--- src/rtl/twsc_pkg.sv ---
// Package for the two-wire sound command sender.
// Holds the word types, command and register index codes, and timing constants.
// No dependencies.
package twsc_pkg;

  localparam int WORD_BITS = 16;
  localparam int BITS_W    = $clog2(WORD_BITS + 1);
  localparam int TICK_W    = 12;
  localparam int SHORT_W   = 4;
  localparam int CFG_IDX_W = 3;
  localparam int CFG_DAT_W = TICK_W;

  localparam logic [TICK_W-1:0] TICK_MAX = {TICK_W{1'b1}};

  // request codes carried in cmd
  localparam logic [1:0] CMD_TICK      = 2'd0;
  localparam logic [1:0] CMD_SEND      = 2'd1;
  localparam logic [1:0] CMD_SEND_WAIT = 2'd2;
  localparam logic [1:0] CMD_RESET     = 2'd3;

  // configuration register indexes
  localparam logic [CFG_IDX_W-1:0] REG_START_HOLD   = 3'd0;
  localparam logic [CFG_IDX_W-1:0] REG_BIT_SETUP    = 3'd1;
  localparam logic [CFG_IDX_W-1:0] REG_BIT_DATA     = 3'd2;
  localparam logic [CFG_IDX_W-1:0] REG_BIT_HIGH     = 3'd3;
  localparam logic [CFG_IDX_W-1:0] REG_END_GAP      = 3'd4;
  localparam logic [CFG_IDX_W-1:0] REG_RESET_PULSE  = 3'd5;
  localparam logic [CFG_IDX_W-1:0] REG_RESET_SETTLE = 3'd6;

  typedef struct packed {
    logic [1:0]  cmd;
    logic [15:0] command_word;
    logic        busy_in;
  } in_word_t;

  typedef struct packed {
    logic clock_line;
    logic data_line;
    logic reset_line;
    logic idle;
    logic accepted;
  } out_word_t;

  typedef struct packed {
    logic [TICK_W-1:0]  start_hold_ticks;
    logic [SHORT_W-1:0] bit_setup_ticks;
    logic [SHORT_W-1:0] bit_data_ticks;
    logic [SHORT_W-1:0] bit_high_ticks;
    logic [TICK_W-1:0]  end_gap_ticks;
    logic [TICK_W-1:0]  reset_pulse_ticks;
    logic [TICK_W-1:0]  reset_settle_ticks;
  } cfg_t;

endpackage

--- src/rtl/twsc_cfg.sv ---
// Timing configuration registers of the two-wire sound command sender.
// Depends on twsc_pkg.
module twsc_cfg (
  input  logic                           clk,
  input  logic                           rst_n,
  input  logic                           wr_en,
  input  logic [twsc_pkg::CFG_IDX_W-1:0] wr_idx,
  input  logic [twsc_pkg::CFG_DAT_W-1:0] wr_data,
  output twsc_pkg::cfg_t                 cfg
);

  twsc_pkg::cfg_t cfg_r;

  always_ff @(posedge clk) begin
    if (!rst_n) begin
      cfg_r.start_hold_ticks   <= 12'd20;
      cfg_r.bit_setup_ticks    <= 4'd1;
      cfg_r.bit_data_ticks     <= 4'd1;
      cfg_r.bit_high_ticks     <= 4'd2;
      cfg_r.end_gap_ticks      <= 12'd200;
      cfg_r.reset_pulse_ticks  <= 12'd50;
      cfg_r.reset_settle_ticks <= 12'd3000;
    end else if (wr_en) begin
      case (wr_idx)
        twsc_pkg::REG_START_HOLD:   cfg_r.start_hold_ticks   <= wr_data;
        twsc_pkg::REG_BIT_SETUP:    cfg_r.bit_setup_ticks    <= wr_data[twsc_pkg::SHORT_W-1:0];
        twsc_pkg::REG_BIT_DATA:     cfg_r.bit_data_ticks     <= wr_data[twsc_pkg::SHORT_W-1:0];
        twsc_pkg::REG_BIT_HIGH:     cfg_r.bit_high_ticks     <= wr_data[twsc_pkg::SHORT_W-1:0];
        twsc_pkg::REG_END_GAP:      cfg_r.end_gap_ticks      <= wr_data;
        twsc_pkg::REG_RESET_PULSE:  cfg_r.reset_pulse_ticks  <= wr_data;
        twsc_pkg::REG_RESET_SETTLE: cfg_r.reset_settle_ticks <= wr_data;
        default: ;
      endcase
    end
  end

  assign cfg = cfg_r;

endmodule

--- src/rtl/twsc_core.sv ---
// Line sequencer: phase, tick counter, bit counter and shift register.
// Advances once per word; gives the next line levels for the result register.
// Depends on twsc_pkg.
module twsc_core (
  input  logic                clk,
  input  logic                rst_n,
  input  logic                step,
  input  twsc_pkg::in_word_t  in_word,
  input  twsc_pkg::cfg_t      cfg,
  output twsc_pkg::out_word_t res_nxt
);

  typedef enum logic [3:0] {
    PH_IDLE     = 4'd0,
    PH_START    = 4'd1,
    PH_SETUP    = 4'd2,
    PH_DATA     = 4'd3,
    PH_HIGH     = 4'd4,
    PH_GAP      = 4'd5,
    PH_WAITBUSY = 4'd6,
    PH_RPULSE   = 4'd7,
    PH_RSETTLE  = 4'd8
  } phase_t;

  phase_t                             phase_r, phase_nxt;
  logic [twsc_pkg::TICK_W-1:0]        tick_r, tick_nxt, tick_inc;
  logic [twsc_pkg::BITS_W-1:0]        bits_r, bits_nxt, bits_dec;
  logic [twsc_pkg::WORD_BITS-1:0]     shift_r, shift_nxt;
  logic                               clk_lvl_r, clk_lvl_nxt;
  logic                               dat_lvl_r, dat_lvl_nxt;
  logic                               rst_lvl_r, rst_lvl_nxt;
  logic                               wait_r, wait_nxt;
  logic                               acc;
  logic [twsc_pkg::TICK_W-1:0]        len;

  always_comb begin
    case (phase_r)
      PH_START:   len = cfg.start_hold_ticks;
      PH_SETUP:   len = {{(twsc_pkg::TICK_W-twsc_pkg::SHORT_W){1'b0}}, cfg.bit_setup_ticks};
      PH_DATA:    len = {{(twsc_pkg::TICK_W-twsc_pkg::SHORT_W){1'b0}}, cfg.bit_data_ticks};
      PH_HIGH:    len = {{(twsc_pkg::TICK_W-twsc_pkg::SHORT_W){1'b0}}, cfg.bit_high_ticks};
      PH_GAP:     len = cfg.end_gap_ticks;
      PH_RPULSE:  len = cfg.reset_pulse_ticks;
      PH_RSETTLE: len = cfg.reset_settle_ticks;
      default:    len = {{(twsc_pkg::TICK_W-1){1'b0}}, 1'b1};
    endcase
  end

  assign tick_inc = (tick_r == twsc_pkg::TICK_MAX) ? tick_r : tick_r + 1'b1;
  assign bits_dec = (bits_r != '0) ? bits_r - 1'b1 : bits_r;

  always_comb begin
    phase_nxt   = phase_r;
    tick_nxt    = tick_r;
    bits_nxt    = bits_r;
    shift_nxt   = shift_r;
    clk_lvl_nxt = clk_lvl_r;
    dat_lvl_nxt = dat_lvl_r;
    rst_lvl_nxt = rst_lvl_r;
    wait_nxt    = wait_r;
    acc         = 1'b0;
    if (in_word.cmd != twsc_pkg::CMD_TICK && phase_r == PH_IDLE) begin
      acc      = 1'b1;
      tick_nxt = '0;
      if (in_word.cmd == twsc_pkg::CMD_RESET) begin
        phase_nxt   = PH_RPULSE;
        clk_lvl_nxt = 1'b0;
        rst_lvl_nxt = 1'b0;
      end else begin
        phase_nxt   = PH_START;
        clk_lvl_nxt = 1'b0;
        shift_nxt   = in_word.command_word[twsc_pkg::WORD_BITS-1:0];
        bits_nxt    = twsc_pkg::BITS_W'(twsc_pkg::WORD_BITS);
        wait_nxt    = (in_word.cmd == twsc_pkg::CMD_SEND_WAIT);
      end
    end else begin
      case (phase_r)
        PH_IDLE: ;
        PH_WAITBUSY: begin
          if (!in_word.busy_in) begin
            phase_nxt = PH_IDLE;
            wait_nxt  = 1'b0;
          end
        end
        PH_START, PH_SETUP, PH_DATA, PH_HIGH, PH_GAP, PH_RPULSE, PH_RSETTLE: begin
          tick_nxt = tick_inc;
          if (tick_inc >= len) begin
            tick_nxt = '0;
            case (phase_r)
              PH_START: begin
                phase_nxt   = PH_SETUP;
                clk_lvl_nxt = 1'b0;
              end
              PH_SETUP: begin
                // present the MSB and shift it out
                phase_nxt   = PH_DATA;
                dat_lvl_nxt = shift_r[twsc_pkg::WORD_BITS-1];
                shift_nxt   = shift_r << 1;
              end
              PH_DATA: begin
                phase_nxt   = PH_HIGH;
                clk_lvl_nxt = 1'b1;
              end
              PH_HIGH: begin
                bits_nxt = bits_dec;
                if (bits_dec != '0) begin
                  phase_nxt   = PH_SETUP;
                  clk_lvl_nxt = 1'b0;
                end else begin
                  phase_nxt   = PH_GAP;
                  clk_lvl_nxt = 1'b1;
                  dat_lvl_nxt = 1'b1;
                end
              end
              PH_GAP: begin
                if (wait_r && in_word.busy_in) begin
                  phase_nxt = PH_WAITBUSY;
                end else begin
                  phase_nxt = PH_IDLE;
                  wait_nxt  = 1'b0;
                end
              end
              PH_RPULSE: begin
                phase_nxt   = PH_RSETTLE;
                clk_lvl_nxt = 1'b1;
                rst_lvl_nxt = 1'b1;
              end
              default: phase_nxt = PH_IDLE;
            endcase
          end
        end
        default: phase_nxt = PH_IDLE;
      endcase
    end
  end

  always_ff @(posedge clk) begin
    if (!rst_n) begin
      phase_r   <= PH_IDLE;
      tick_r    <= '0;
      bits_r    <= '0;
      shift_r   <= '0;
      clk_lvl_r <= 1'b1;
      dat_lvl_r <= 1'b1;
      rst_lvl_r <= 1'b1;
      wait_r    <= 1'b0;
    end else if (step) begin
      phase_r   <= phase_nxt;
      tick_r    <= tick_nxt;
      bits_r    <= bits_nxt;
      shift_r   <= shift_nxt;
      clk_lvl_r <= clk_lvl_nxt;
      dat_lvl_r <= dat_lvl_nxt;
      rst_lvl_r <= rst_lvl_nxt;
      wait_r    <= wait_nxt;
    end
  end

  assign res_nxt.clock_line = clk_lvl_nxt;
  assign res_nxt.data_line  = dat_lvl_nxt;
  assign res_nxt.reset_line = rst_lvl_nxt;
  assign res_nxt.idle       = (phase_nxt == PH_IDLE);
  assign res_nxt.accepted   = acc;

endmodule

--- src/rtl/two_wire_sound_command_sender.sv ---
// Two-wire sound command sender, top level.
// Throughput: one word per cycle while out_stall is low; input register, sequencer step, result register.
// Config writes are always ready.
// Reset (rst_n low, synchronous): lines high, idle, both word registers empty,
// timing registers back to their defaults.
module two_wire_sound_command_sender (
  input  logic                           clk,
  input  logic                           rst_n,
  input  logic                           in_valid,
  output logic                           in_stall,
  input  twsc_pkg::in_word_t             in_word,
  output logic                           out_valid,
  input  logic                           out_stall,
  output twsc_pkg::out_word_t            out_word,
  input  logic                           cfg_valid,
  output logic                           cfg_ready,
  input  logic [twsc_pkg::CFG_IDX_W-1:0] cfg_index,
  input  logic [twsc_pkg::CFG_DAT_W-1:0] cfg_wdata
);

  twsc_pkg::in_word_t  in_word_r;
  twsc_pkg::out_word_t out_word_r;
  twsc_pkg::out_word_t res_nxt;
  twsc_pkg::cfg_t      cfg;
  logic                in_valid_r;
  logic                out_valid_r;
  logic                advance;

  // held word moves to the result register when that one is free or being taken
  assign advance   = in_valid_r && (!out_valid_r || !out_stall);
  assign in_stall  = in_valid_r && !advance;
  assign cfg_ready = 1'b1;

  twsc_cfg u_cfg (
    .clk     (clk),
    .rst_n   (rst_n),
    .wr_en   (cfg_valid && cfg_ready),
    .wr_idx  (cfg_index),
    .wr_data (cfg_wdata),
    .cfg     (cfg)
  );

  twsc_core u_core (
    .clk     (clk),
    .rst_n   (rst_n),
    .step    (advance),
    .in_word (in_word_r),
    .cfg     (cfg),
    .res_nxt (res_nxt)
  );

  always_ff @(posedge clk) begin
    if (!rst_n) begin
      in_valid_r  <= 1'b0;
      out_valid_r <= 1'b0;
    end else begin
      if (in_valid && !in_stall) begin
        in_valid_r <= 1'b1;
      end else if (advance) begin
        in_valid_r <= 1'b0;
      end
      if (advance) begin
        out_valid_r <= 1'b1;
      end else if (!out_stall) begin
        out_valid_r <= 1'b0;
      end
    end
  end

  always_ff @(posedge clk) begin
    if (in_valid && !in_stall) begin
      in_word_r <= in_word;
    end
    if (advance) begin
      out_word_r <= res_nxt;
    end
  end

  assign out_valid = out_valid_r;
  assign out_word  = out_word_r;

endmodule

--- config.mk ---
export PLATFORM = sky130hd
export DESIGN_NAME = two_wire_sound_command_sender
export DESIGN_NICKNAME = d
export VERILOG_FILES = /design/src/rtl/twsc_pkg.sv /design/src/rtl/twsc_cfg.sv /design/src/rtl/twsc_core.sv /design/src/rtl/two_wire_sound_command_sender.sv
export SDC_FILE = /design/constraint.sdc
export NUM_CORES = 1
export LEC_CHECK = 0
export BUFFER_PORTS_ARGS = -buffer_cell sky130_fd_sc_hd__buf_2
export CORE_UTILIZATION = 54
export CTS_CLUSTER_DIAMETER = 40
export CTS_CLUSTER_SIZE = 30
export DETAILED_ROUTE_END_ITERATION = 8
export PLACE_DENSITY = 0.74
export SLEW_MARGIN = 20
export SYNTH_ARGS = -nofsm -noshare
export SYNTH_HDL_FRONTEND = slang
export SYNTH_SLANG_ARGS = --single-unit
--- constraint.sdc ---
create_clock -name clk -period 3.6 [get_ports clk]
set_input_delay 0 -clock clk [delete_from_list [all_inputs] [get_ports clk]]
set_output_delay 0 -clock clk [all_outputs]
set_load 0.02 [all_outputs]
==> impl_metrics.csv <==
group,metric,value,unit
run_status,status,"completed",
clocking,numCtsBuffers,17,
worst_setup_path,crit_chain,"buf_4 > nand2b_4 > nor2_1 > buf_4 > a222oi_1 > and3_1 > ha_2 > nor2_1 > or3_4 > o221a_4 > o21ai_4 > buf_6 > nor4_1 > o311a_1",
worst_setup_path,cp_data_required_time,3760,ps
worst_setup_path,reg2reg_depth,14,
synth,synth_top_area_share,33.33,%
sta,max-slew-margin-rel,33.32,%
power,cellPowerDensity,488.6,mW/mm^2
clocking,cts_sinks,127,
worst_setup_path,cpMaxStageDelayCell,"or3_4",
worst_setup_path,critPathMaxFanout,11,
worst_setup_path,reg2reg_to,"out_word[1]",
routing,vias_per_cell,5.995,
grt,grt_pass1_vias,5208,
grt,grt_usage,27.20,%
floorplanning,ios,47,
placement,placed_cells,845,
grt,grt_max_degree,42,
routing,initialDrtViolationCount,666,
worst_setup_path,arrival,3620,ps
floorplanning,die_h,109.0,um
floorplanning,die-area,0.01189,sq mm
layout,final_cells,920,
synth,ys_seq_area_share,44.97,%
placement,placed_area,0.006519,sq mm
synth,netlist_area,0.006187,sq mm
routing,avgRoutedWirePerCell,16.86,um
layout,antennaDiodeCount,0,
placement,hpwl,9925,um
worst_setup_path,startpoint_type,"flip-flop",
clocking,h-tree-depth,4,
grt,grt_pass1_wl,24890,um
sta,hold_viol,0,
worst_hold_path,hold_depth,2,
clocking,clk_pin_slew,50,ps
flow_run,drv_cap,0,
synth,ys_ff_latch,127,
clocking,insertion_delay,420,ps
synth,yosysTopAreaCell,"dfxtp_1",
sta,post-route-period-util,95.96,%
grt,antenna_found_initial,0,
worst_setup_path,critPathKind,"flip-flop to flip-flop",
synth,synth.most_common_cell,"nand2_1",
routing,vias,5515,
synth,synth-async-reset-ratio,0,%
worst_setup_path,endpoint,"out_word[1]",
floorplanning,start_util,56.33,%
routing,drc,0,
layout,areaGrowthSynthToFinish,21.60,%
worst_setup_path,critPathLaunch,"u_core.phase_r[2]",
grt,overflow,0,
worst_hold_path,hold_class,"primary input to flip-flop",
placement,place.port_buffers,45,
power,ir_drop,0.2841,mV
worst_setup_path,crit-reg2reg-launch,"u_core.phase_r[2]",
sta,setup_viol,0,
worst_setup_path,slowest_delay,390,ps
clocking,cts_tree,"yes",
clocking,clockBufferDepth,2,
power,p_leak,2.907,nW
sta,final_max_slew_viol_count,0,
placement,gp_congestion,0.8975,
layout,stdcell_area,0.007523,sq mm
clocking,ctsRootBufferMaster,"clkbuf_16",
sta,fmax,289.5,MHz
synth,synthTopCellsByArea,"dfxtp_1, edfxtp_1, nand2_1, a21oi_1, mux2i_1",
layout,fin_nets,820,
routing,ant_nets,0,
synth,ys_top_cells_by_count,"nand2_1, dfxtp_1, a21oi_1",
sta,skew,9.679,ps
synth,ys_warn_count,0,
sta,hold-worst-slack,70.43,ps
synth,syn_inst,681,
floorplanning,core_area,0.01098,sq mm
routing,drt-pass1-iter-count,6,
worst_setup_path,cp-end-kind,"flip-flop",
sta,min_period,3455,ps
synth,synth_edf_count,24,
synth,synth_flop_cell,"dfxtp_1",
sta,worst_pin_slew,995.7,ps
routing,wl,15510,um
floorplanning,rows,38,
layout,fill_cells,829,
worst_setup_path,reg2reg_slack,150,ps
synth,syn_area_per_cell,9.085,sq um
floorplanning,die_x,109.0,um
synth,synth.distinct_cells,80,
layout,drive_gt1_share,20.00,%
synth,synthesis.nets,734,
cells by family (layout without fill, tap and decap cells):
logic type	Yosys count	in the layout	synth area share, %
adder cells (fa/ha/maj)	14	14	2.831
flip-flops	127	127	44.97
AND/OR/NAND/NOR	268	268	20.00
XOR/XNOR	8	8	1.133
buffers and inverters	51	150	4.651
other	1	1	0.06061
AO/OA/AOI/OAI	175	175	20.26
multiplexers	37	37	6.087
area by class of cell:
class,count,area [sq um],share of cell area (%)
Inverter,7,26.28,0.3492
Timing Repair Buffer,111,823.3,10.94
Clock buffer,26,489.2,6.503
Sequential cell,127,2790,37.09
Multi-Input combinational cell,503,3161,42.01
Clock inverter,6,58.81,0.7816
Tap cell,140,175.2,2.328
metrics by stage:
stage | utilization [%] | setup WS, ps | total power, W | setup TNS, ps
after floorplan | - | 159.0 | 0.001934 | 0
final | 68.50 | 145.3 | 0.003676 | 0
after global placement | 59.35 | 125.5 | 0.002032 | 0
after CTS | 67.35 | 7.454 | 0.003659 | 0
after detailed placement | 59.35 | 39.93 | 0.002045 | 0
after global routing | 68.50 | -18.26 | 0.003806 | -56.63
registers in the layout, summed over array words and instances, names as in the netlist, 4 cells and up:
signal	flops
out_word	5
u_core.shift_r	16
u_core.phase_r	4
u_core.tick_r	12
u_core.bits_r	5
in_word_r	19
u_cfg.cfg	60
critical path, delay by kind of cell, from the launching register on:
family / cells / cell delay, ps
compound gates: 4 / 1010
fa+ha+maj: 1 / 320
buf+inv: 3 / 580
simple gates: 6 / 940
flops: 1 / 340
power by group:
group | total (W) | switching, W | internal [W]
registers | 0.00155 | 0.0000331 | 0.00151
logic | 0.000536 | 0.000311 | 0.000225
clock network | 0.00159 | 0.000594 | 0.00100
total | 0.00368 | 0.000938 | 0.00274
worst min-delay path by stage:
stage | from | end | slack (ps)
4_1_cts | rst_n | u_cfg.cfg[44] | 40
3_3_place_gp | in_word[9] | in_word_r[9] | 180
3_5_place_dp | in_word[2] | in_word_r[2] | 180
2_1_floorplan | in_word[0] | in_word_r[0] | 100
5_1_grt | rst_n | u_cfg.cfg[44] | 90
6_report | rst_n | u_cfg.cfg[44] | 70
layout by cell type, fill, tap and decap left out, types with 6 or more instances in the layout:
cell and count:
nand2_1 135, dfxtp_1 97, a21oi_1 72, buf_2 45, nor2_1 41, dlygate4sd3_1 33, mux2i_1 32, buf_4 30
nand3_1 24, edfxtp_1 24, clkbuf_16 17, o21ai_0 13, ha_1 13, a222oi_1 12, nor3_1 11, a22oi_1 10
a211oi_2 10, and3_1 8, nand2b_1 8, a21boi_0 7, xnor2_1 6, a31oi_1 6, clkbuf_1 6, dfxtp_2 6
layer usage:
| metal | GRT usage, % | up-vias | share of wire, % |
|---|---|---|---|
| li1 | - | 2635 | - |
| met1 | 35.92 | 2597 | 43 |
| met2 | 43.35 | 264 | 48 |
| met3 | 6.097 | 19 | 8.4 |
| met4 | 10.23 | 0 | 1.3 |
| met5 | 0 | - | 0 |
what timing repair did:
| item | 4_1_cts | 5_1_grt |
|---|---|---|
| endpoints found under the hold margin | 81 | 0 |
| pin swaps | 1 | 4 |
| endpoints found under the setup margin | 13 | 34 |
| hold buffers | 33 | 0 |
| gates resized for setup | 0 | 19 |
| setup buffers | 0 | 10 |
Power figures use the tool's default switching activity.
